==> config.mk <==
export PLATFORM = sky130hd
export DESIGN_NAME = disk_block_checksum_flat
export DESIGN_NICKNAME = d
export VERILOG_FILES = /design/src/sv/dbc_pkg.sv /design/src/sv/dbc_ifs.sv /design/src/sv/disk_block_checksum.sv /design/src/sv/dbc_cfg_regs.sv /design/src/sv/dbc_accum.sv /design/src/sv/dbc_out_stage.sv /design/src/flat_wrapper.sv
export SDC_FILE = /design/constraint.sdc
export NUM_CORES = 1
export LEC_CHECK = 0
export BUFFER_PORTS_ARGS = -buffer_cell sky130_fd_sc_hd__buf_2
export CAP_MARGIN = 30
export CORE_AREA = 2 2 170 172
export CTS_BUF_LIST = sky130_fd_sc_hd__clkbuf_16
export DETAILED_ROUTE_END_ITERATION = 6
export DIE_AREA = 0 0 172 174
export MAX_ROUTING_LAYER = met4
export RECOVER_POWER = 100
export SLEW_MARGIN = 5
export SYNTH_ARGS = -nofsm -noshare
export SYNTH_HDL_FRONTEND = slang
export SYNTH_SLANG_ARGS = --single-unit
==> constraint.sdc <==
create_clock -name clk -period 9.5 [get_ports clk]
set_input_delay 0.475 -clock clk [delete_from_list [all_inputs] [get_ports clk]]
set_output_delay 0.475 -clock clk [all_outputs]
set_load 0.1 [all_outputs]
==> src/sv/dbc_pkg.sv <==
package dbc_pkg;

	localparam int BLOCK_WORDS = 128;

	localparam int WORD_W     = 32;
	localparam int IDX_W      = 7;
	localparam int MODE_W     = 2;
	localparam int STATUS_W   = 2;
	localparam int CFG_IDX_W  = 1;
	localparam int CFG_DATA_W = 7;

	localparam int CNT_W = $clog2(BLOCK_WORDS + 1);
	localparam int CMP_W = (CNT_W > IDX_W) ? CNT_W : IDX_W;

	localparam logic [MODE_W-1:0] MODE_NONE = 2'd0;
	localparam logic [MODE_W-1:0] MODE_STD  = 2'd1;
	localparam logic [MODE_W-1:0] MODE_BOOT = 2'd2;

	localparam logic [STATUS_W-1:0] STATUS_OK         = 2'd0;
	localparam logic [STATUS_W-1:0] STATUS_NO_CHECK   = 2'd1;
	localparam logic [STATUS_W-1:0] STATUS_BOOT_MATCH = 2'd2;

	localparam logic [CFG_IDX_W-1:0] REG_MODE  = 1'd0;
	localparam logic [CFG_IDX_W-1:0] REG_INDEX = 1'd1;

	localparam logic [MODE_W-1:0] MODE_RESET  = MODE_STD;
	localparam logic [IDX_W-1:0]  INDEX_RESET = 7'd5;

	typedef struct packed {
		logic [MODE_W-1:0] mode;
		logic [IDX_W-1:0]  index;
	} cfg_t;

	typedef struct packed {
		logic [WORD_W-1:0]   checksum;
		logic [STATUS_W-1:0] status;
	} result_t;

endpackage

==> src/sv/dbc_ifs.sv <==
interface dbc_in_if import dbc_pkg::*; ();
	logic              valid;
	logic              ready;
	logic [WORD_W-1:0] word;
	logic              last;

	modport source (output valid, output word, output last, input ready);
	modport sink (input valid, input word, input last, output ready);
endinterface

interface dbc_out_if import dbc_pkg::*; ();
	logic                valid;
	logic                ready;
	logic [WORD_W-1:0]   checksum;
	logic [STATUS_W-1:0] status;

	modport source (output valid, output checksum, output status, input ready);
	modport sink (input valid, input checksum, input status, output ready);
endinterface

interface dbc_cfg_if import dbc_pkg::*; ();
	logic                  valid;
	logic                  ready;
	logic [CFG_IDX_W-1:0]  index;
	logic [CFG_DATA_W-1:0] data;

	modport source (output valid, output index, output data, input ready);
	modport sink (input valid, input index, input data, output ready);
endinterface

==> src/sv/disk_block_checksum.sv <==
// Disk block checksum engine. The block takes one 32-bit word per cycle
// unless the input waits as told below; the words of a block flow into an
// input register and are summed by a 32-bit adder (with end-around carry in
// boot mode). For the word marked last, the checksum and status pass through
// the output register onto the result channel, and the running state clears
// for the next block. A result waiting in the output register does not stop
// the next word from being taken; only when a further last word arrives
// behind it does the input wait. The user must change registers only while
// no block is in progress; the block itself does not enforce this.
module disk_block_checksum import dbc_pkg::*; (
	input  logic      clk,
	input  logic      arst_n,
	dbc_in_if.sink    data,
	dbc_out_if.source result,
	dbc_cfg_if.sink   cfg
);

	cfg_t    cfg_regs;
	logic    res_valid;
	logic    res_ready;
	result_t res;

	dbc_cfg_regs u_cfg_regs (
		.clk      (clk),
		.arst_n   (arst_n),
		.cfg      (cfg),
		.cfg_regs (cfg_regs)
	);

	dbc_accum u_accum (
		.clk       (clk),
		.arst_n    (arst_n),
		.data      (data),
		.cfg_regs  (cfg_regs),
		.res_valid (res_valid),
		.res       (res),
		.res_ready (res_ready)
	);

	dbc_out_stage u_out_stage (
		.clk       (clk),
		.arst_n    (arst_n),
		.res_valid (res_valid),
		.res       (res),
		.res_ready (res_ready),
		.result    (result)
	);

endmodule

==> src/sv/dbc_cfg_regs.sv <==
module dbc_cfg_regs import dbc_pkg::*; (
	input  logic      clk,
	input  logic      arst_n,
	dbc_cfg_if.sink   cfg,
	output cfg_t      cfg_regs
);

	logic [MODE_W-1:0] mode_q;
	logic [IDX_W-1:0]  index_q;

	assign cfg.ready = 1'b1;

	always_ff @(posedge clk or negedge arst_n) begin
		if (!arst_n) begin
			mode_q  <= MODE_RESET;
			index_q <= INDEX_RESET;
		end else if (cfg.valid && cfg.ready) begin
			case (cfg.index)
				REG_MODE: begin
					mode_q <= cfg.data[MODE_W-1:0];
				end
				REG_INDEX: begin
					index_q <= cfg.data[IDX_W-1:0];
				end
				default: begin
				end
			endcase
		end
	end

	assign cfg_regs.mode  = mode_q;
	assign cfg_regs.index = index_q;

endmodule

==> src/sv/dbc_accum.sv <==
module dbc_accum import dbc_pkg::*; (
	input  logic    clk,
	input  logic    arst_n,
	dbc_in_if.sink  data,
	input  cfg_t    cfg_regs,
	output logic    res_valid,
	output result_t res,
	input  logic    res_ready
);

	logic              s1_valid;
	logic [WORD_W-1:0] s1_word;
	logic              s1_last;

	logic [WORD_W-1:0] sum_q;
	logic [CNT_W-1:0]  cnt_q;
	logic [WORD_W-1:0] first_q;

	logic              advance;
	logic              in_first;
	logic              idx_hit;
	logic              idx_out;
	logic [WORD_W-1:0] w_eff;
	logic [WORD_W-1:0] first_nxt;
	logic [WORD_W:0]   sum_raw;
	logic [WORD_W-1:0] sum_nxt;

	assign advance    = s1_valid && (!s1_last || res_ready);
	assign data.ready = !s1_valid || advance;

	always_ff @(posedge clk or negedge arst_n) begin
		if (!arst_n) begin
			s1_valid <= 1'b0;
		end else if (data.valid && data.ready) begin
			s1_valid <= 1'b1;
		end else if (advance) begin
			s1_valid <= 1'b0;
		end
	end

	always_ff @(posedge clk) begin
		if (data.valid && data.ready) begin
			s1_word <= data.word;
			s1_last <= data.last;
		end
	end

	assign in_first  = cnt_q < CNT_W'(BLOCK_WORDS);
	assign idx_hit   = CMP_W'(cnt_q) == CMP_W'(cfg_regs.index);
	assign idx_out   = CMP_W'(cfg_regs.index) >= CMP_W'(BLOCK_WORDS);
	assign w_eff     = (in_first && idx_hit) ? '0 : s1_word;
	assign first_nxt = (cnt_q == '0) ? w_eff : first_q;
	assign sum_raw   = {1'b0, sum_q} + {1'b0, w_eff};
	assign sum_nxt   = sum_raw[WORD_W-1:0]
		+ WORD_W'((cfg_regs.mode == MODE_BOOT) && sum_raw[WORD_W]);

	always_ff @(posedge clk or negedge arst_n) begin
		if (!arst_n) begin
			sum_q   <= '0;
			cnt_q   <= '0;
			first_q <= '0;
		end else if (advance) begin
			if (s1_last) begin
				sum_q   <= '0;
				cnt_q   <= '0;
				first_q <= '0;
			end else begin
				sum_q   <= sum_nxt;
				cnt_q   <= cnt_q + CNT_W'(in_first);
				first_q <= first_nxt;
			end
		end
	end

	assign res_valid = s1_valid && s1_last;

	always_comb begin
		res.checksum = '0;
		res.status   = STATUS_OK;
		if (idx_out) begin
			res.status = STATUS_NO_CHECK;
		end else begin
			case (cfg_regs.mode)
				MODE_STD: begin
					res.checksum = '0 - sum_nxt;
				end
				MODE_BOOT: begin
					if (sum_nxt == first_nxt) begin
						res.status = STATUS_BOOT_MATCH;
					end else begin
						res.checksum = ~sum_nxt;
					end
				end
				default: begin
					res.status = STATUS_NO_CHECK;
				end
			endcase
		end
	end

endmodule

==> src/sv/dbc_out_stage.sv <==
module dbc_out_stage import dbc_pkg::*; (
	input  logic      clk,
	input  logic      arst_n,
	input  logic      res_valid,
	input  result_t   res,
	output logic      res_ready,
	dbc_out_if.source result
);

	logic    out_valid_q;
	result_t out_q;

	assign res_ready = !out_valid_q || result.ready;

	always_ff @(posedge clk or negedge arst_n) begin
		if (!arst_n) begin
			out_valid_q <= 1'b0;
		end else if (res_valid && res_ready) begin
			out_valid_q <= 1'b1;
		end else if (result.ready) begin
			out_valid_q <= 1'b0;
		end
	end

	always_ff @(posedge clk) begin
		if (res_valid && res_ready) begin
			out_q <= res;
		end
	end

	assign result.valid    = out_valid_q;
	assign result.checksum = out_q.checksum;
	assign result.status   = out_q.status;

endmodule

==> src/flat_wrapper.sv <==
// flat-port wrapper written by rule: the top's interface ports become plain ports
module disk_block_checksum_flat import dbc_pkg::*;
  (clk, arst_n, data_valid, data_word, data_last, data_ready, result_valid, result_checksum, result_status, result_ready, cfg_valid, cfg_index, cfg_data, cfg_ready);
  dbc_in_if data_i ();
  dbc_out_if result_i ();
  dbc_cfg_if cfg_i ();
  input  logic clk;
  input  logic arst_n;
  input wire logic [$bits(data_i.valid)-1:0] data_valid;
  input wire logic [$bits(data_i.word)-1:0] data_word;
  input wire logic [$bits(data_i.last)-1:0] data_last;
  output wire logic [$bits(data_i.ready)-1:0] data_ready;
  output wire logic [$bits(result_i.valid)-1:0] result_valid;
  output wire logic [$bits(result_i.checksum)-1:0] result_checksum;
  output wire logic [$bits(result_i.status)-1:0] result_status;
  input wire logic [$bits(result_i.ready)-1:0] result_ready;
  input wire logic [$bits(cfg_i.valid)-1:0] cfg_valid;
  input wire logic [$bits(cfg_i.index)-1:0] cfg_index;
  input wire logic [$bits(cfg_i.data)-1:0] cfg_data;
  output wire logic [$bits(cfg_i.ready)-1:0] cfg_ready;
  assign data_i.valid = data_valid;
  assign data_i.word = data_word;
  assign data_i.last = data_last;
  assign data_ready = data_i.ready;
  assign result_valid = result_i.valid;
  assign result_checksum = result_i.checksum;
  assign result_status = result_i.status;
  assign result_i.ready = result_ready;
  assign cfg_i.valid = cfg_valid;
  assign cfg_i.index = cfg_index;
  assign cfg_i.data = cfg_data;
  assign cfg_ready = cfg_i.ready;
  disk_block_checksum u_core (.clk(clk), .arst_n(arst_n), .data(data_i), .result(result_i), .cfg(cfg_i));
endmodule
==> PnR_summary.wiki <==
{| class="wikitable"
! Metric !! Value
|-
| Htree depth || 4
|-
| Largest fanout on the critical path || 32
|-
| CP Launch Type || register
|-
| Core area || 28200 sq um
|-
| Required time at the worst-slack endpoint || 9.67 ns
|-
| TritonCTS clock tree || yes
|-
| Count of placed standard cells in the final layout, fillers left out || 1623
|-
| Number of failing hold endpoints at the final stage || 0
|-
| Post-CTS clock slew at the launch and capture registers of the worst setup and hold paths || 0.07 ns
|-
| First-pass GRT wire length || 55200 microns
|-
| Actual slew at the worst max-slew pin || 2.68 ns
|-
| I/O pin cnt || 83
|-
| Minimum setup slack in the final design || 0.493 ns
|-
| Unrepaired setup endpoints after global routing || false
|-
| Flop and latch count out of synthesis || 150
|-
| Post-layout util || 43.8%
|-
| # rows || 62
|-
| Post-Place Cells || 1588
|-
| Routed length per instance || between 20 and 25 microns
|-
| Last weighted congestion value of the routability-driven placer || 0.979
|-
| Post-layout min period || 9.01 ns
|-
| DIE HEIGHT || approximately 170 microns
|-
| Maximum number of pins on one net before global-route repair || 46
|-
| Distinct cell type count of the synthesized netlist || 97
|-
| Cell chosen for the clock root || clkbuf_16
|-
| YS warnings || 0
|-
| Antenna violations before repair || 0
|-
| Post-layout net count || between 1000 and 1500
|-
| Aggregate routed wire length || 35300 microns
|-
| Slew HR || -78.9%
|-
| GRT Total Usage || 24.8%
|-
| Power, Total || 4.16 mW
|-
| Cell taking the most area after synthesis || edfxtp_1
|-
| Largest stage delay, worst path || 0.51 ns
|-
| Overflow left after global routing || 0
|-
| Dominant register cell in the synthesized netlist || dfrtp_1
|-
| Leakage Power || 4.84 nW
|-
| Critical Path Slowest Stage Cell || a2111oi_1
|-
| Initial standard-cell utilization of the core || 39.3%
|-
| Max-cap violation count || 7
|-
| Antenna-violating nets left || 0
|-
| Cell types with the largest area share after synthesis || edfxtp_1 18%, dfrtp_1 18%, xnor2_1 6.6%, ha_1 3.8%, xor2_1 3.6%
|-
| Startpoint of the most critical register-to-register path || u_core.u_accum.cnt_q[4]
|-
| Cts hold-fix bufs || 0
|-
| Post-Syn Nets || roughly 1200
|-
| Worst min-delay path startpoint || data_word[25]
|-
| Max IR drop VDD || 0.000157 V
|-
| Achievable frequency || between 0.1 and 0.15 GHz
|-
| Clk sink count || 150
|-
| Sequential area share after synthesis || 36.9%
|-
| Failing checks || max-capacitance violations, max-slew violations
|-
| Fin Clk Skew || 0.0130 ns
|-
| Cell Pwr Density || 336 nW/um^2
|-
| Sort of element at the end of the critical path || register
|-
| Post-synthesis async set-or-reset flop share || 55.3%
|-
| Critical Path Start || u_core.u_accum.cnt_q[4]
|-
| Most numerous cell on the critical path || a21o_1
|-
| Most frequent standard cell in the layout excluding fill and tap cells || xnor2_1
|-
| Data arrival, critical path || 9.17 ns
|-
| Placed wire-length estimate || 25600 microns
|-
| Path type of the worst min-delay path || in -> reg
|-
| Most used cells in the layout excluding fill and tap cells || 83 x xnor2_1, 80 x dfrtp_1, 78 x nand2_1, 67 x edfxtp_1, 61 x nor2_1
|-
| Post-Synthesis Cells || 1167
|-
| Number of buffer cells added on primary ports || 81
|-
| Antenna cells || 0
|-
| Router iterations before antenna repair || 5
|-
| Sum of negative setup slack || 0 ns
|-
| Setup slack at placement || about 0.33 ns
|-
| Average footprint of a synthesized cell || 9.50 sq um
|-
| Max Transition Viols Final || 261
|-
| Number of enable flip-flop cells after synthesis || 67
|-
| Post-Synthesis Cell Area || between 10000 and 15000 sq um
|-
| Path type of the worst setup path || reg -> reg
|-
| Post-route clock period utilization || approximately 95%
|-
| Status || finished with violations
|-
| Fraction of final layout cells sized beyond drive strength 1 || 13.1%
|-
| Chip Width || 172 microns
|-
| Syn-to-layout area delta || 11.6%
|-
| Area of the die || roughly 30000 sq um
|-
| Filler Cells Inserted || 2795
|-
| Via count of the first global-routing pass || roughly 9600
|-
| Detailed router's first-iteration violation count || 935
|-
| DRC violations left || 0
|-
| Post-synth top area share || 18.1%
|-
| Clock Latency Late Sink || 0.44 ns
|-
| Post-DR vias/cell || 6.00
|-
| Total clock buffers created by CTS || 17
|-
| Endpoints failing setup || 0
|-
| Total via count after detailed routing || 9745
|-
| Max Root-Sink Buffers || 2
|}
## metrics by stage
step                      hold WS, ns  area, sq um
after detailed placement        0.474        11900
after CTS                      0.0336        12400
after floorplan                 0.179        11100
final                           0.206        12400
after global routing            0.195        12400
after global placement          0.466        11900
## final timing paths
check	end	slack [ns]	cells after the start
worst max-delay path	u_core.u_out_stage.result.checksum[12]	0.49	30
worst min-delay path	u_core.u_accum.s1_word[25]	0.21	1
worst max register to register	u_core.u_out_stage.result.checksum[12]	0.49	30
worst min register to register	u_core.u_accum.sum_q[17]	0.49	2
max in group asynchronous	u_core.u_accum.cnt_q[3]	5.33	2
min in group asynchronous	u_core.u_cfg_regs.mode_q[1]	0.75	1
## metal layers
metal  global-route usage [%]  part of all wire [%]
met1                     34.6                    46
met4                     9.07                   2.8
met3                     3.57                   6.2
met2                     36.7                    45
met5                        -                     0
## repair_timing
action,in CTS,in global routing
setup endpoints to repair,0,33
setup buffers,0,2
gates resized for setup,0,6
hold endpoints to repair,0,0
## power breakdown
group | internal (mW) | switching (mW)
Combinational | 0.906 | 1.63
Sequential | 0.822 | 0.132
Clock | 0.373 | 0.293
Total | 2.10 | 2.06
## critical path: cells and delay by family (launching register included)
kind                     cells  cell delay (ns)
adder cells (fa/ha/maj)      3             0.83
XOR/XNOR                     3             0.77
flip-flops                   1             0.45
AND/OR/NAND/NOR              7             2.00
buffers and inverters        3             0.83
AO/OA/AOI/OAI               14             3.82
## flip-flops by register name, summed over array words and instances, names as in the netlist
register / flops
u_core.u_accum.s1_word: 32
u_core.u_accum.cnt_q: 8
u_core.u_out_stage.result.status: 2
u_core.u_accum.first_q: 32
u_core.u_cfg_regs.mode_q: 2
u_core.u_accum.s1_last: 1
u_core.u_out_stage.result.valid: 1
u_core.u_out_stage.result.checksum: 32
u_core.u_cfg_regs.index_q: 7
u_core.u_accum.s1_valid: 1
u_core.u_accum.sum_q: 32
## cell type report
| cell class | count | area (sq um) | area share, % |
|---|---|---|---|
| Clock inverter | 14 | 109 | 0.879 |
| Tap cell | 384 | 480 | 3.88 |
| Inverter | 36 | 135 | 1.09 |
| Multi-Input combinational cell | 917 | 6610 | 53.4 |
| Clock buffer | 18 | 450 | 3.64 |
| Timing Repair Buffer | 104 | 502 | 4.05 |
| Sequential cell | 150 | 4090 | 33.1 |
## kinds of logic (layout without fill, tap and decap cells)
| kind of cell | Yosys count | in the layout | share of synthesized area [%] |
|---|---|---|---|
| other cells | 1 | 1 | 0.0338 |
| fa+ha+maj | 38 | 38 | 4.29 |
| compound gates | 324 | 324 | 21.3 |
| mux | 36 | 36 | 3.57 |
| xor+xnor | 135 | 135 | 11.1 |
| simple gates | 383 | 383 | 19.1 |
| buf+inv | 100 | 172 | 3.75 |
| flops | 150 | 150 | 36.9 |
## cell usage after synthesis, types with 5 or more instances
master,number
clkbuf_1,47
and4_1,6
nand3_1,25
a21oi_1,48
nand4b_1,7
nor4_1,15
o21ai_0,47
nor2_1,62
nor3_1,30
or2_2,14
edfxtp_1,67
and3_1,10
o22ai_1,36
dfrtp_1,80
a22o_1,44
nand2b_1,10
buf_1,7
xor2_1,46
or4_1,9
mux2_2,28
o21ai_1,6
a21o_1,21
inv_1,36
mux2i_1,8
nand4_1,26
a31oi_1,15
nand2_1,80
and2_1,37
nor2b_1,10
o211ai_1,10
buf_4,6
nand3b_1,8
ha_1,34
o21a_1,6
o211a_1,5
or3_1,11
a211oi_1,9
xnor2_1,83
No activity file was read; power rests on OpenSTA's default activity.
